**src/hw/rtl/sfp_pkg.sv**
```systemverilog
`timescale 1ns / 1ps

package sfp_pkg;

  localparam int HEADER_LEN       = 8;
  localparam int NUMBER_POS       = 3;
  localparam int NUMBER_CHECK_POS = 4;
  localparam int LENGTH_POS       = 5;
  localparam int MAX_FRAME        = 2048;

  localparam int CNT_W = $clog2(MAX_FRAME + 1);

  localparam logic [15:0] CRC_POLY = 16'h1021;

  localparam int PH_W = 3;
  localparam logic [PH_W-1:0] PH_SYNC1   = 3'd0;
  localparam logic [PH_W-1:0] PH_SYNC2   = 3'd1;
  localparam logic [PH_W-1:0] PH_SYNC3   = 3'd2;
  localparam logic [PH_W-1:0] PH_HEADER  = 3'd3;
  localparam logic [PH_W-1:0] PH_PAYLOAD = 3'd4;
  localparam logic [PH_W-1:0] PH_CRC     = 3'd5;

  localparam int CFG_IDX_W = 2;
  localparam logic [CFG_IDX_W-1:0] CFG_SYNC_FIRST  = 2'd0;
  localparam logic [CFG_IDX_W-1:0] CFG_SYNC_SECOND = 2'd1;
  localparam logic [CFG_IDX_W-1:0] CFG_SYNC_THIRD  = 2'd2;
  localparam logic [CFG_IDX_W-1:0] CFG_XOR_MASK    = 2'd3;

  localparam logic [1:0] CHK_LOW  = 2'd2;
  localparam logic [1:0] CHK_HIGH = 2'd1;
  localparam logic [1:0] CHK_NONE = 2'd0;

endpackage

```
**src/hw/rtl/sync_frame_parser_crc16.sv**
```systemverilog
// a result word appears on out_valid in the cycle after its input word is taken
// throughput: one word per cycle while in_stall is low; the phase step and a byte-wide crc update share one stage
// in_stall is high only while a result waits in the output register and out_stall is high
// synchronous active-low reset clears the phase, byte count, check count and output valid,
// and sets the sync bytes to 0 and the number mask to 0xff
`timescale 1ns / 1ps

module sync_frame_parser_crc16 (
  input  logic                           clk,
  input  logic                           rst_n,

  input  logic                           cfg_we,
  input  logic [sfp_pkg::CFG_IDX_W-1:0]  cfg_index,
  input  logic [7:0]                     cfg_data,

  input  logic                           in_valid,
  output logic                           in_stall,
  input  logic [7:0]                     in_data_byte,

  output logic                           out_valid,
  input  logic                           out_stall,
  output logic                           out_payload_valid,
  output logic [7:0]                     out_payload_byte,
  output logic                           out_frame_good,
  output logic                           out_frame_crc_error,
  output logic                           out_header_error,
  output logic                           out_overflow_drop,
  output logic [7:0]                     out_frame_number,
  output logic [15:0]                    out_payload_length,
  output logic [15:0]                    out_computed_crc
);

  localparam int CW = sfp_pkg::CNT_W;

  logic [7:0] sync_first_r, sync_second_r, sync_third_r, xor_mask_r;

  logic [sfp_pkg::PH_W-1:0] phase_r, phase_nxt;
  logic [CW-1:0]            byte_count_r, byte_count_nxt;
  logic [7:0]               number_r, number_nxt;
  logic [7:0]               check_r, check_nxt;
  logic [7:0]               len_lo_r, len_lo_nxt;
  logic [7:0]               len_hi_r, len_hi_nxt;
  logic [15:0]              length_r, length_nxt;
  logic [15:0]              remaining_r, remaining_nxt;
  logic [1:0]               check_count_r, check_count_nxt;
  logic [15:0]              crc_r, crc_nxt;
  logic [7:0]               crc_low_r, crc_low_nxt;

  logic [15:0] crc_upd;
  logic [15:0] rem_dec;
  logic [CW-1:0] cnt_inc;
  logic        in_accept;

  logic        pv, good, bad, herr, ovf, show_hdr, ended;
  logic [7:0]  pb;
  logic [15:0] ccrc;

  logic        out_valid_r;
  logic        pv_r, good_r, bad_r, herr_r, ovf_r;
  logic [7:0]  pb_r, fnum_r;
  logic [15:0] plen_r, ccrc_r;

  sfp_crc_byte u_crc (
    .crc_in  (crc_r),
    .data    (in_data_byte),
    .crc_out (crc_upd)
  );

  assign in_stall  = out_valid_r & out_stall;
  assign in_accept = in_valid & ~in_stall;
  assign cnt_inc   = byte_count_r + CW'(1);
  assign rem_dec   = remaining_r - 16'd1;

  always_ff @(posedge clk) begin
    if (!rst_n) begin
      sync_first_r  <= 8'h00;
      sync_second_r <= 8'h00;
      sync_third_r  <= 8'h00;
      xor_mask_r    <= 8'hff;
    end else if (cfg_we) begin
      unique case (cfg_index)
        sfp_pkg::CFG_SYNC_FIRST:  sync_first_r  <= cfg_data;
        sfp_pkg::CFG_SYNC_SECOND: sync_second_r <= cfg_data;
        sfp_pkg::CFG_SYNC_THIRD:  sync_third_r  <= cfg_data;
        sfp_pkg::CFG_XOR_MASK:    xor_mask_r    <= cfg_data;
        default: ;
      endcase
    end
  end

  always_comb begin
    logic [15:0] len_hdr;
    phase_nxt       = phase_r;
    byte_count_nxt  = byte_count_r;
    number_nxt      = number_r;
    check_nxt       = check_r;
    len_lo_nxt      = len_lo_r;
    len_hi_nxt      = len_hi_r;
    length_nxt      = length_r;
    remaining_nxt   = remaining_r;
    check_count_nxt = check_count_r;
    crc_nxt         = crc_r;
    crc_low_nxt     = crc_low_r;
    pv       = 1'b0;
    pb       = 8'h00;
    good     = 1'b0;
    bad      = 1'b0;
    herr     = 1'b0;
    ovf      = 1'b0;
    show_hdr = 1'b0;
    ended    = 1'b0;
    ccrc     = 16'h0000;
    len_hdr  = 16'h0000;

    unique case (phase_r) inside
      sfp_pkg::PH_SYNC2, sfp_pkg::PH_SYNC3: begin
        if (in_data_byte == ((phase_r == sfp_pkg::PH_SYNC2) ? sync_second_r : sync_third_r)) begin
          byte_count_nxt = cnt_inc;
          phase_nxt = (phase_r == sfp_pkg::PH_SYNC2) ? sfp_pkg::PH_SYNC3 : sfp_pkg::PH_HEADER;
        end else begin
          phase_nxt      = sfp_pkg::PH_SYNC1;
          byte_count_nxt = '0;
        end
      end
      sfp_pkg::PH_HEADER: begin
        if (byte_count_r == CW'(sfp_pkg::NUMBER_POS))       number_nxt = in_data_byte;
        if (byte_count_r == CW'(sfp_pkg::NUMBER_CHECK_POS)) check_nxt  = in_data_byte;
        if (byte_count_r == CW'(sfp_pkg::LENGTH_POS))       len_lo_nxt = in_data_byte;
        if (byte_count_r == CW'(sfp_pkg::LENGTH_POS + 1))   len_hi_nxt = in_data_byte;
        byte_count_nxt = cnt_inc;
        if (byte_count_r >= CW'(sfp_pkg::HEADER_LEN - 1)) begin
          show_hdr   = 1'b1;
          len_hdr    = {len_hi_nxt, len_lo_nxt};
          length_nxt = len_hdr;
          if (number_nxt != (check_nxt ^ xor_mask_r)) begin
            herr           = 1'b1;
            ended          = 1'b1;
            phase_nxt      = sfp_pkg::PH_SYNC1;
            byte_count_nxt = '0;
          end else begin
            remaining_nxt = len_hdr;
            crc_nxt       = 16'h0000;
            if (len_hdr == 16'h0000) begin
              check_count_nxt = sfp_pkg::CHK_LOW;
              phase_nxt       = sfp_pkg::PH_CRC;
            end else begin
              phase_nxt = sfp_pkg::PH_PAYLOAD;
            end
          end
        end
      end
      sfp_pkg::PH_PAYLOAD: begin
        byte_count_nxt = cnt_inc;
        show_hdr       = 1'b1;
        pv             = 1'b1;
        pb             = in_data_byte;
        crc_nxt        = crc_upd;
        remaining_nxt  = rem_dec;
        if (rem_dec == 16'h0000) begin
          check_count_nxt = sfp_pkg::CHK_LOW;
          phase_nxt       = sfp_pkg::PH_CRC;
        end
      end
      sfp_pkg::PH_CRC: begin
        byte_count_nxt = cnt_inc;
        show_hdr       = 1'b1;
        if (check_count_r[1]) begin
          crc_low_nxt     = in_data_byte;
          check_count_nxt = sfp_pkg::CHK_HIGH;
        end else begin
          check_count_nxt = sfp_pkg::CHK_NONE;
          ccrc            = crc_r;
          good            = ({in_data_byte, crc_low_r} == crc_r);
          bad             = ~good;
          ended           = 1'b1;
          phase_nxt       = sfp_pkg::PH_SYNC1;
          byte_count_nxt  = '0;
        end
      end
      default: begin
        if (in_data_byte == sync_first_r) begin
          byte_count_nxt = CW'(1);
          phase_nxt      = sfp_pkg::PH_SYNC2;
        end else begin
          phase_nxt      = sfp_pkg::PH_SYNC1;
          byte_count_nxt = '0;
        end
      end
    endcase

    if (!ended && phase_nxt != sfp_pkg::PH_SYNC1 &&
        byte_count_nxt >= CW'(sfp_pkg::MAX_FRAME)) begin
      ovf            = 1'b1;
      phase_nxt      = sfp_pkg::PH_SYNC1;
      byte_count_nxt = '0;
    end
  end

  always_ff @(posedge clk) begin
    if (!rst_n) begin
      phase_r       <= sfp_pkg::PH_SYNC1;
      byte_count_r  <= '0;
      check_count_r <= sfp_pkg::CHK_NONE;
    end else if (in_accept) begin
      phase_r       <= phase_nxt;
      byte_count_r  <= byte_count_nxt;
      check_count_r <= check_count_nxt;
    end
  end

  always_ff @(posedge clk) begin
    if (in_accept) begin
      number_r    <= number_nxt;
      check_r     <= check_nxt;
      len_lo_r    <= len_lo_nxt;
      len_hi_r    <= len_hi_nxt;
      length_r    <= length_nxt;
      remaining_r <= remaining_nxt;
      crc_r       <= crc_nxt;
      crc_low_r   <= crc_low_nxt;
    end
  end

  // output register
  always_ff @(posedge clk) begin
    if (!rst_n) begin
      out_valid_r <= 1'b0;
    end else if (in_accept) begin
      out_valid_r <= 1'b1;
    end else if (!out_stall) begin
      out_valid_r <= 1'b0;
    end
  end

  always_ff @(posedge clk) begin
    if (in_accept) begin
      pv_r   <= pv;
      pb_r   <= pb;
      good_r <= good;
      bad_r  <= bad;
      herr_r <= herr;
      ovf_r  <= ovf;
      fnum_r <= show_hdr ? number_nxt : 8'h00;
      plen_r <= show_hdr ? length_nxt : 16'h0000;
      ccrc_r <= ccrc;
    end
  end

  assign out_valid           = out_valid_r;
  assign out_payload_valid   = pv_r;
  assign out_payload_byte    = pb_r;
  assign out_frame_good      = good_r;
  assign out_frame_crc_error = bad_r;
  assign out_header_error    = herr_r;
  assign out_overflow_drop   = ovf_r;
  assign out_frame_number    = fnum_r;
  assign out_payload_length  = plen_r;
  assign out_computed_crc    = ccrc_r;

  a_flags_exclusive: assert property (@(posedge clk) disable iff (!rst_n)
    out_valid_r |-> $onehot0({good_r, bad_r, herr_r, ovf_r}))
    else $error("more than one frame end flag set");

  a_payload_not_end: assert property (@(posedge clk) disable iff (!rst_n)
    (out_valid_r && pv_r) |-> !(good_r || bad_r || herr_r))
    else $error("payload word flagged as frame end");

  a_accept_shows: assert property (@(posedge clk) disable iff (!rst_n)
    in_accept |=> out_valid_r)
    else $error("accepted word produced no result");

  a_hunt_after_end: assert property (@(posedge clk) disable iff (!rst_n)
    (in_accept && (ended || ovf)) |=> (phase_r == sfp_pkg::PH_SYNC1 && byte_count_r == '0))
    else $error("parser not hunting after frame end");

  a_reset_hunt: assert property (@(posedge clk)
    $past(!rst_n) |-> (phase_r == sfp_pkg::PH_SYNC1 && !out_valid_r))
    else $error("reset did not clear parser");

endmodule

```
**src/hw/rtl/sfp_crc_byte.sv**
```systemverilog
`timescale 1ns / 1ps

module sfp_crc_byte (
  input  logic [15:0] crc_in,
  input  logic [7:0]  data,
  output logic [15:0] crc_out
);

  // msb-first crc-16, one byte per call
  always_comb begin
    logic [15:0] c;
    c = crc_in ^ {data, 8'h00};
    for (int i = 0; i < 8; i++) begin
      if (c[15]) begin
        c = {c[14:0], 1'b0} ^ sfp_pkg::CRC_POLY;
      end else begin
        c = {c[14:0], 1'b0};
      end
    end
    crc_out = c;
  end

endmodule
```
**config.mk**
```make
export PLATFORM = sky130hd
export DESIGN_NAME = sync_frame_parser_crc16
export DESIGN_NICKNAME = d
export VERILOG_FILES = /design/src/hw/rtl/sfp_pkg.sv /design/src/hw/rtl/sync_frame_parser_crc16.sv /design/src/hw/rtl/sfp_crc_byte.sv
export SDC_FILE = /design/constraint.sdc
export NUM_CORES = 1
export LEC_CHECK = 0
export BUFFER_PORTS_ARGS = -buffer_cell sky130_fd_sc_hd__buf_2
export CORE_ASPECT_RATIO = 0.7
export CORE_MARGIN = 10
export CORE_UTILIZATION = 39
export DETAILED_ROUTE_END_ITERATION = 7
export PLACE_DENSITY_LB_ADDON = 0.08
export SLEW_MARGIN = 40
export SYNTH_ARGS = -nofsm -noshare
export SYNTH_HDL_FRONTEND = slang
export SYNTH_HIERARCHICAL = 1
export SYNTH_SLANG_ARGS = --single-unit
```
**constraint.sdc**
```tcl
create_clock -name clk -period 8.9 [get_ports clk]
set_input_delay 0.445 -clock clk [delete_from_list [all_inputs] [get_ports clk]]
set_output_delay 0.445 -clock clk [all_outputs]
set_load 0.01 [all_outputs]
```
==> summary.txt, run 1 <==
Run status
  • Status: completed

Floorplan
  • Top-level port count: 78
  • DIE WIDTH: 208 um
  • CORE AREA: 24500 um2
  • Initial core utilization: 39.3%
  • Die height: 151 um
  • Row count: 48
  • Die ar.: 31500 um2

Detailed routing
  • # DRC: 0
  • Final wirelength: 24500 um
  • First drt pass iteration count: 5
  • Detail Route Antenna Nets: 0
  • Vias: 6632
  • Via density: 5.22
  • Initial drt markers: 497
  • DR WL/cell: 19.2 um

Synthesis
  • Yosys cell types: 66
  • Mapped Cells: 870
  • Synth warn: 6
  • Largest cells by area after synthesis: edfxtp_1 (44%), dfxtp_1 (10%), xnor2_1 (4.5%), mux2i_1 (4.4%), nor2_1 (3.5%)
  • Synth cell count leaders: edfxtp_1 (141), nor2_1 (91), a21oi_1 (55)
  • Post-synthesis sequential area ratio: 54.2%
  • FFs w/ async S/R, synth: 0%
  • Synthesis-stage register bit count: 190
  • Count leader, synth: edfxtp_1
  • Number of flops mapped to enable cells by yosys: 141
  • Commonest register cell after synthesis: edfxtp_1
  • Cell taking the most area after synthesis: edfxtp_1
  • Mapped Area: 9630 um2
  • Syn Area/Cell: 11.1 um2
  • Post-synth top area share: 44.0%
  • Mapped Nets: 899

Clock tree
  • Post-CTS setup buffer count: 0
  • CTS tree: done
  • Clk slew on worst S/H paths: 0.08 ns
  • Worst-Skew Late Latency: 0.45 ns
  • CTS Buf Count: 17
  • H-tree depth: 4
  • CTS resizes: 0
  • Clk sinks: 190
  • CTS root buf: clkbuf_16
  • Hold_buf cts: 0
  • Max clock buf depth: 2

Timing
  • Fin crit period: 3.84 ns
  • Worst hold slack: 0.218 ns
  • Slew of the pin with the lowest slew margin: 0.782 ns
  • Setup violators final: 0
  • Final Hold Viols: 0
  • Clock Skews: 0.0144 ns
  • Final WS setup: 5.06 ns
  • Post-Route Setup TNS: 0 ns
  • Final Cycle Share: 43.1%
  • Fin. max-slew vios: 0
  • RSZ-0062 raised after global routing: false
  • Slew HR: 47.9%
  • Maximum clock frequency: 261 MHz

Placed design
  • IO Port Bufs: 77
  • Gpl congestion: 0.852
  • DP HPWL: 16800 um
  • Post-Place Setup Slack: 5.08 ns
  • Placement Cell Area: 10400 um2

Hold path
  • Hold depth: 2
  • Hold WC Path Type: primary input to flip-flop

Pwr
  • Power Total: 0.00193 W
  • Power per cell area: 175 nW/um2
  • Peak supply drop: 135 uV
  • Leak pwr: 4.32 nW

Final layout
  • Design area: 11000 um2
  • Reg area: 5220 um2
  • Nets: 962
  • Multi-input logic area: 4120 um2
  • Fillers: 2363
  • Share of layout cells above drive strength 1: 16.5%
  • Area growth syn-to-layout: 14.5%
  • Antenna Cells: 0

GRT
  • Largest net degree at the start of global routing: 81
  • Number of global-route vias before repair: 6398
  • Initial antenna violation count: 0
  • GRT Overall Usage: 15.7%
  • Gr ovfl total: 0
  • Wire length of the first global-routing pass: 38600 um

Setup path
  • Setup CP Type: flip-flop to flip-flop
  • FF-to-FF path depth: 10
  • Critical path arrival: 4.23 ns
  • Crit path launch type: flip-flop
  • CP max FO: 15
  • Critical Path End Type: flip-flop
  • Critical Path RT: 9.29 ns

Flow run
  • Max-cap viol count: 0
## sequential cells by signal, summed over array words and instances, names as in the netlist, 3 cells and up
register and count:
byte_count_r 12, check_r 8, crc_low_r 8, crc_r 16
len_hi_r 8, len_lo_r 8, length_r 16, number_r 8
out_computed_crc 16, out_frame_number 8, out_payload_byte 8, out_payload_length 16
phase_r 3, remaining_r 16, sync_first_r 8, sync_second_r 8
sync_third_r 8, xor_mask_r 8
## kinds of logic after synthesis
kind of cell               count (synthesis)  share of synthesized area [%]
and+or+nand+nor                          297                           15.8
buffers and inverters                     85                           3.44
adders and majority gates                  6                          0.780
xor gates and xnor gates                  88                           9.89
DFF                                      190                           54.2
AOI/OAI and AO/OA                        154                           10.6
muxes                                     50                           5.30
## cells in the final DEF, fill, tap and decap left out, types with 4 or more instances in the layout
cell,Yosys,routed
a211o_1,5,5
a211oi_1,18,18
a21oi_1,55,54
a22o_1,4,4
a31oi_1,4,4
a32oi_1,6,6
and2_1,21,21
and3_1,29,29
buf_2,1,77
buf_4,1,14
clkbuf_16,0,21
clkinv_1,4,4
dfxtp_1,49,48
edfxtp_1,141,141
ha_1,6,6
inv_1,32,31
mux2_2,8,8
mux2i_1,42,42
nand2_1,54,54
nand3_1,25,25
nand3b_1,13,13
nand4_1,11,11
nor2_1,91,88
nor2b_1,9,8
nor3_1,14,14
nor3b_1,6,6
nor4_1,6,6
o211ai_1,12,12
o21a_1,11,11
o21ai_0,17,17
xnor2_1,49,49
xnor3_1,4,4
xor2_1,26,26
## path summary, 6_finish.rpt
| kind | startpoint | to | slack, ns |
|---|---|---|---|
| worst max register to register | byte_count_r[0] | byte_count_r[7] | 5.06 |
| worst min-delay path | in_valid | out_valid | 0.22 |
| worst min register to register | sync_third_r[6] | sync_third_r[6] | 0.50 |
| worst max-delay path | byte_count_r[0] | byte_count_r[7] | 5.06 |
## power breakdown
| part | switching, W | internal, W |
|---|---|---|
| Sequential | 0.0000116 | 0.000971 |
| Clock | 0.000353 | 0.000478 |
| Combinational | 0.0000713 | 0.0000482 |
| Total | 0.000436 | 0.00150 |
## cell type report
| class | count | area share, % |
|---|---|---|
| Timing Repair Buffer | 92 | 4.55 |
| Clock inverter | 9 | 0.919 |
| Clock buffer | 23 | 4.93 |
| Inverter | 37 | 1.27 |
| Tap cell | 325 | 3.69 |
| Multi-Input combinational cell | 595 | 37.3 |
| Sequential cell | 190 | 47.3 |
## layer usage
layer	track usage [%]	part of all wire [%]
met1	23.5	54
met2	22.1	41
met3	4.03	4.7
met4	3.32	0.83
met5	0	0
## metrics by stage
| stage | std cells | utilization [%] |
|---|---|---|
| after global placement | 1239 | 42.3 |
| final | 1271 | 45.0 |
| after floorplan | 870 | - |
| after detailed placement | 1239 | 42.3 |
| after CTS | 1271 | 45.0 |
| after global routing | 1271 | 45.0 |
## worst max-delay path, stage by stage, from the launching register on
cell	delay, ns
dfxtp_1	0.45
ha_1	0.42
nor2b_1	0.65
a211o_1	0.22
a32oi_1	0.11
a221oi_2	0.29
nand4_1	0.17
or4_4	0.51
a211oi_4	0.62
a21o_1	0.21
a22o_1	0.11
Power figures use the tool's default switching activity.
==> inputs of run 2 (changes only) <==
- clock period: 8.9 -> 3.62 ns (I/O delays scaled with it)
==> summary.txt, run 2 (synthesis gave the netlist of run 1 again) <==
Pwr
  • Comb pwr share: 6.8%
  • Peak supply drop: 304 uV
  • Flop pwr share: 52.2%
  • Sw Share: 23.1%
  • Power per cell area: 414 nW/um2
  • Switching pwr: 0.00107 W
  • Clk network pwr share: 41.0%
  • Int Pwr: 0.00355 W
  • Leak pwr: 4.40 nW

Setup path
  • CP max FO: 15
  • RR Endpoint: byte_count_r[5]
  • Critical R2R Launch: byte_count_r[1]
  • Crit path cell chain: inv_1 -> ha_2 -> and3b_1 -> o211ai_1 -> a32oi_1 -> a221oi_2 -> nand4_1 -> or4_4 -> a211oi_4 -> buf_4 -> a21oi_1 -> mux2i_1
  • Critical Path RT: 4.00 ns
  • Critical path arrival: 3.70 ns
  • WP buf/inv: 2
  • Crit path launch type: flip-flop
  • Setup CP Type: flip-flop to flip-flop
  • Critical Path Max Stage Delay: 0.50 ns
  • FF-to-FF path depth: 12
  • Critical Path End Type: flip-flop
  • Reg2Reg Setup Slack: 0.30 ns
  • CP delay by family, top: compound AO/OA/AOI/OAI gates
  • CP max stage cell: or4_4

Hold path
  • Hold path startpoint: cfg_data[3]
  • Hold depth: 3
  • Min-Delay Endpoint: xor_mask_r[3]
  • Hold WC Path Type: primary input to flip-flop

Detailed routing
  • DR WL/cell: 20.0 um
  • Final wirelength: 25900 um
  • Initial drt markers: 495
  • # DRC: 0
  • Vias: 6841
  • Via density: 5.28
  • First drt pass iteration count: 5
  • Met2 wire len: 10800 um
  • Max Used Layer: met4
  • Metal3 WL: 1460 um
  • WL met1: 13500 um
  • Detail Route Antenna Nets: 0

Floorplan
  • Die height: 151 um
  • Row count: 48
  • Die ar.: 31500 um2
  • Initial core utilization: 39.3%
  • DIE WIDTH: 208 um
  • CORE AREA: 24500 um2
  • Top-level port count: 78

GRT
  • Wire length of the first global-routing pass: 39900 um
  • Number of global-route vias before repair: 6346
  • Gr ovfl total: 0
  • Initial antenna violation count: 1
  • Largest net degree at the start of global routing: 52
  • GRT Overall Usage: 16.5%

Placed design
  • Dpl cells: 1262
  • Placement Cell Area: 10600 um2
  • DP HPWL: 18400 um
  • IO Port Bufs: 77
  • Gpl congestion: 0.897

Clock tree
  • H-tree depth: 4
  • Post-CTS setup buffer count: 0
  • Worst-Skew Late Latency: 0.44 ns
  • CTS Buf Count: 17
  • CTS root buf: clkbuf_16
  • CTS tree: done
  • Clk slew on worst S/H paths: 0.08 ns
  • Max clock buf depth: 2
  • Clk sinks: 190

Final layout
  • Fillers: 2288
  • Area growth syn-to-layout: 16.0%
  • Final instance count without filler cells: 1295
  • Nets: 986
  • Reg area: 5220 um2
  • Share of layout cells above drive strength 1: 18.9%
  • Multi-input logic area: 4120 um2
  • Most common cell after layout, fill and taps aside: edfxtp_1
  • Antenna Cells: 0
  • Design area: 11200 um2
  • Final core utilization: 45.6%
  • Most frequent cells in the layout: edfxtp_1 (141), nor2_1 (88), buf_2 (77)

Timing
  • Maximum clock frequency: 301 MHz
  • Final Cycle Share: 91.8%
  • Final Hold Viols: 0
  • Fin crit period: 3.32 ns
  • Setup violators final: 0
  • RSZ-0062 raised after global routing: false
  • Clock Skews: 0.0167 ns
  • Worst hold slack: 0.0370 ns
  • Post-Route Setup TNS: 0 ns
  • Slew of the pin with the lowest slew margin: 0.733 ns
  • Fin. max-slew vios: 0
  • Slew HR: 51.1%

Flow run
  • Max-cap viol count: 0

Run status
  • Status: completed
-- run 2: cell count changes in the layout (fill, tap and decap cells not counted), moves of 2 or more --
cell,previous run,this run
inv_4,3,1
clkinv_2,1,4
buf_4,14,37
nor2b_2,0,2
clkinvlp_4,0,2
-- run 2: cell type report --
| class | instances | area share [%] |
|---|---|---|
| timing repair buffer | 116 | 6.20 |
| clock buffer | 22 | 4.73 |
| sequential | 190 | 46.7 |
| clock inverter | 10 | 0.638 |
| tap | 325 | 3.64 |
| multi-input combinational | 595 | 36.8 |
| inverter | 37 | 1.25 |
-- run 2: power groups by stage --
stage | clock, W | sequential, W | combinational, W
finish | 0.00190 | 0.00241 | 0.000313
CTS | 0.00195 | 0.00241 | 0.000316
detailed placement | 0 | 0.00246 | 0.000314
global route | 0.00204 | 0.00242 | 0.000342
global placement | 0 | 0.00246 | 0.000314
floorplan | 0 | 0.00248 | 0.000168
-- run 2: metal layers --
| layer | vias up | track usage, % |
|---|---|---|
| met2 | 163 | 23.5 |
| met1 | 3333 | 25.0 |
| li1 | 3334 | - |
| met4 | 0 | 3.14 |
| met3 | 11 | 3.50 |
| met5 | - | 0 |
-- run 2: stage by stage --
step,setup slack [ns],power [W]
2_1_floorplan,0.301,0.00264
3_3_place_gp,0.296,0.00278
3_5_place_dp,0.139,0.00278
4_1_cts,0.120,0.00468
5_1_grt,0.0176,0.00480
6_report,0.296,0.00462
-- run 2: worst max-delay path by stage --
stage	startpoint	to	slack, ns	depth (start not counted)
floorplan	out_valid	byte_count_r[5]	0.30	8
global placement	byte_count_r[0]	byte_count_r[5]	0.30	12
detailed placement	byte_count_r[0]	byte_count_r[5]	0.14	12
CTS	byte_count_r[0]	byte_count_r[5]	0.12	12
global route	byte_count_r[1]	byte_count_r[4]	0.02	12
finish	byte_count_r[1]	byte_count_r[5]	0.30	12
-- run 2: what timing repair did --
action | CTS | global route
endpoints found under the setup margin | 0 | 44
hold endpoints to repair | 1 | 0
resized for setup | 0 | 4
hold buffers | 1 | 0
-- run 2: tightest hold or removal path, cell delays in order --
cell and delay, ns:
buf_2 0.14, nand2_1 0.06, nand3_1 0.07
==> inputs of run 3 (changes only) <==
- clock period: 3.62 -> 2.8 ns (I/O delays scaled with it)
==> summary.txt, run 3 (synthesis gave the netlist of run 1 again) <==
Final layout
  • Most common cell after layout, fill and taps aside: edfxtp_1
  • Area growth syn-to-layout: 25.3%
  • Nets: 1065
  • Most frequent cells in the layout: edfxtp_1 (141), buf_4 (98), nor2_1 (88)
  • Antenna Cells: 0
  • Share of layout cells above drive strength 1: 26.4%

Setup path
  • Crit path launch type: flip-flop
  • Crit path cell chain: or4_4 -> o41ai_4 -> o211ai_1 -> xor2_1 -> o211ai_1 -> or4_4 -> buf_6 -> and2_4 -> or3_1 -> a21oi_2
  • Critical path arrival: 3.52 ns
  • Setup CP Type: flip-flop to flip-flop
  • Critical Path End Type: flip-flop
  • Critical Path End: byte_count_r[0]
  • WP depth: 10
  • Reg2Reg Setup Slack: -0.35 ns
  • Critical Path RT: 3.17 ns
  • FF-to-FF path depth: 10
  • CP max stage cell: or4_4
  • RR Endpoint: byte_count_r[0]
  • WP buf/inv: 1
  • Critical Path Max Stage Delay: 0.60 ns
  • CP max FO: 4
  • Critical R2R Launch: byte_count_r[8]
  • Setup crit start: byte_count_r[8]
  • CP delay by family, top: simple AND/OR/NAND/NOR gates

Detailed routing
  • Final wirelength: 26200 um
  • Via density: 5.17
  • # DRC: 0
  • Vias: 7103
  • First drt pass iteration count: 5
  • DR WL/cell: 19.1 um
  • Initial drt markers: 487
  • Detail Route Antenna Nets: 0

Pwr
  • Power per cell area: 517 nW/um2
  • Peak supply drop: 436 uV
  • Leak pwr: 4.83 nW

Timing
  • Fin. max-slew vios: 0
  • Worst hold slack: 0.0263 ns
  • Slew HR: 56.3%
  • Post-Route Setup TNS: -13.22 ns
  • Fin crit period: 3.15 ns
  • Final WS setup: -0.349 ns
  • Final Hold Viols: 0
  • Maximum clock frequency: 318 MHz
  • Final Cycle Share: 112%
  • Slew of the pin with the lowest slew margin: 0.653 ns
  • Setup violators final: 46
  • RSZ-0062 raised after global routing: true
  • Clock Skews: 0.0137 ns

Run status
  • Status: complete, but fails checks
  • Violated checks: setup timing

Floorplan
  • Top-level port count: 78
  • Die ar.: 31500 um2
  • Die height: 151 um
  • Row count: 48
  • CORE AREA: 24500 um2
  • DIE WIDTH: 208 um
  • Initial core utilization: 39.3%

Clock tree
  • CTS Buf Count: 17
  • Max clock buf depth: 2
  • CTS root buf: clkbuf_16
  • Clk sinks: 190
  • CTS tree: done
  • H-tree depth: 4
  • Worst-Skew Late Latency: 0.44 ns
  • Clk slew on worst S/H paths: 0.07 ns

Placed design
  • IO Port Bufs: 77
  • Gpl congestion: 0.898
  • DP HPWL: 18700 um

GRT
  • Gr ovfl total: 0
  • GRT Overall Usage: 16.6%
  • Largest net degree at the start of global routing: 81
  • Wire length of the first global-routing pass: 40700 um
  • Number of global-route vias before repair: 6804
  • Initial antenna violation count: 1

Hold path
  • Hold WC Path Type: primary input to flip-flop

Flow run
  • Max-cap viol count: 0
==> run 3: changes by cell type in the layout (fill, tap and decap cells not counted), moves of 4 or more <==
cell           change
buf_4             +61
a21oi_1            -4
dfxtp_2            +4
dfxtp_1            -4
a21oi_2            +4
buf_6              +6
dlygate4sd3_1      +7
bufinv_16          +5
==> run 3: worst min path at each step <==
stage,cells after the start,start,end
4_1_cts,4,out_stall,out_valid
3_3_place_gp,2,in_valid,out_valid
3_5_place_dp,2,in_valid,out_valid
2_1_floorplan,0,in_data_byte[0],crc_low_r[0]
5_1_grt,3,cfg_data[4],sync_first_r[4]
6_report,4,out_stall,out_valid
==> run 3: per-layer routing <==
layer	wire length (um)	share of wire, %	track usage, %	vias up
met4	221	0.84	3.50	0
met5	0	0	0	-
met2	10800	41	23.8	170
met1	13700	52	24.7	3429
li1	-	-	-	3489
met3	1510	5.8	4.22	15
==> run 3: timing repair <==
action	4_1_cts	5_1_grt
endpoints found under the hold margin	19	0
cloned	1	0
buffers inserted	6	3
setup endpoints to repair	45	49
hold buffers	8	0
pin swaps	8	12
resized for setup	24	20
==> run 3: area by class of cell <==
| type | instances | area [um2] |
|---|---|---|
| fillers | 2274 | 12400 |
| multi-input cells | 595 | 4270 |
| well taps | 325 | 407 |
| clock inverters | 14 | 213 |
| clock buffers | 17 | 425 |
| repair buffers | 195 | 1390 |
| inverters | 37 | 143 |
| flip-flops and latches | 190 | 5220 |
==> run 3: worst min-delay path, cell delays in order <==
cell and delay (ns):
buf_2 0.07, nand2_1 0.06, inv_1 0.06, o21a_1 0.09
==> run 3: report_power, final <==
group | switching (W) | internal (W) | total (W)
Sequential | 0.0000329 | 0.00309 | 0.00312
Clock | 0.00111 | 0.00158 | 0.00270
Combinational | 0.000244 | 0.000182 | 0.000426
==> run 3: through the flow <==
stage / setup WS, ns / instance area, um2 / utilization, % / power (W) / instances
floorplan: -0.401 / 9680 / - / 0.00342 / 870
global placement: -0.341 / 11100 / 45.2 / 0.00360 / 1324
detailed placement: -0.367 / 11100 / 45.2 / 0.00360 / 1324
CTS: -0.347 / 11900 / 48.7 / 0.00630 / 1370
global route: -0.456 / 12100 / 49.3 / 0.00647 / 1373
finish: -0.349 / 12100 / 49.3 / 0.00624 / 1373
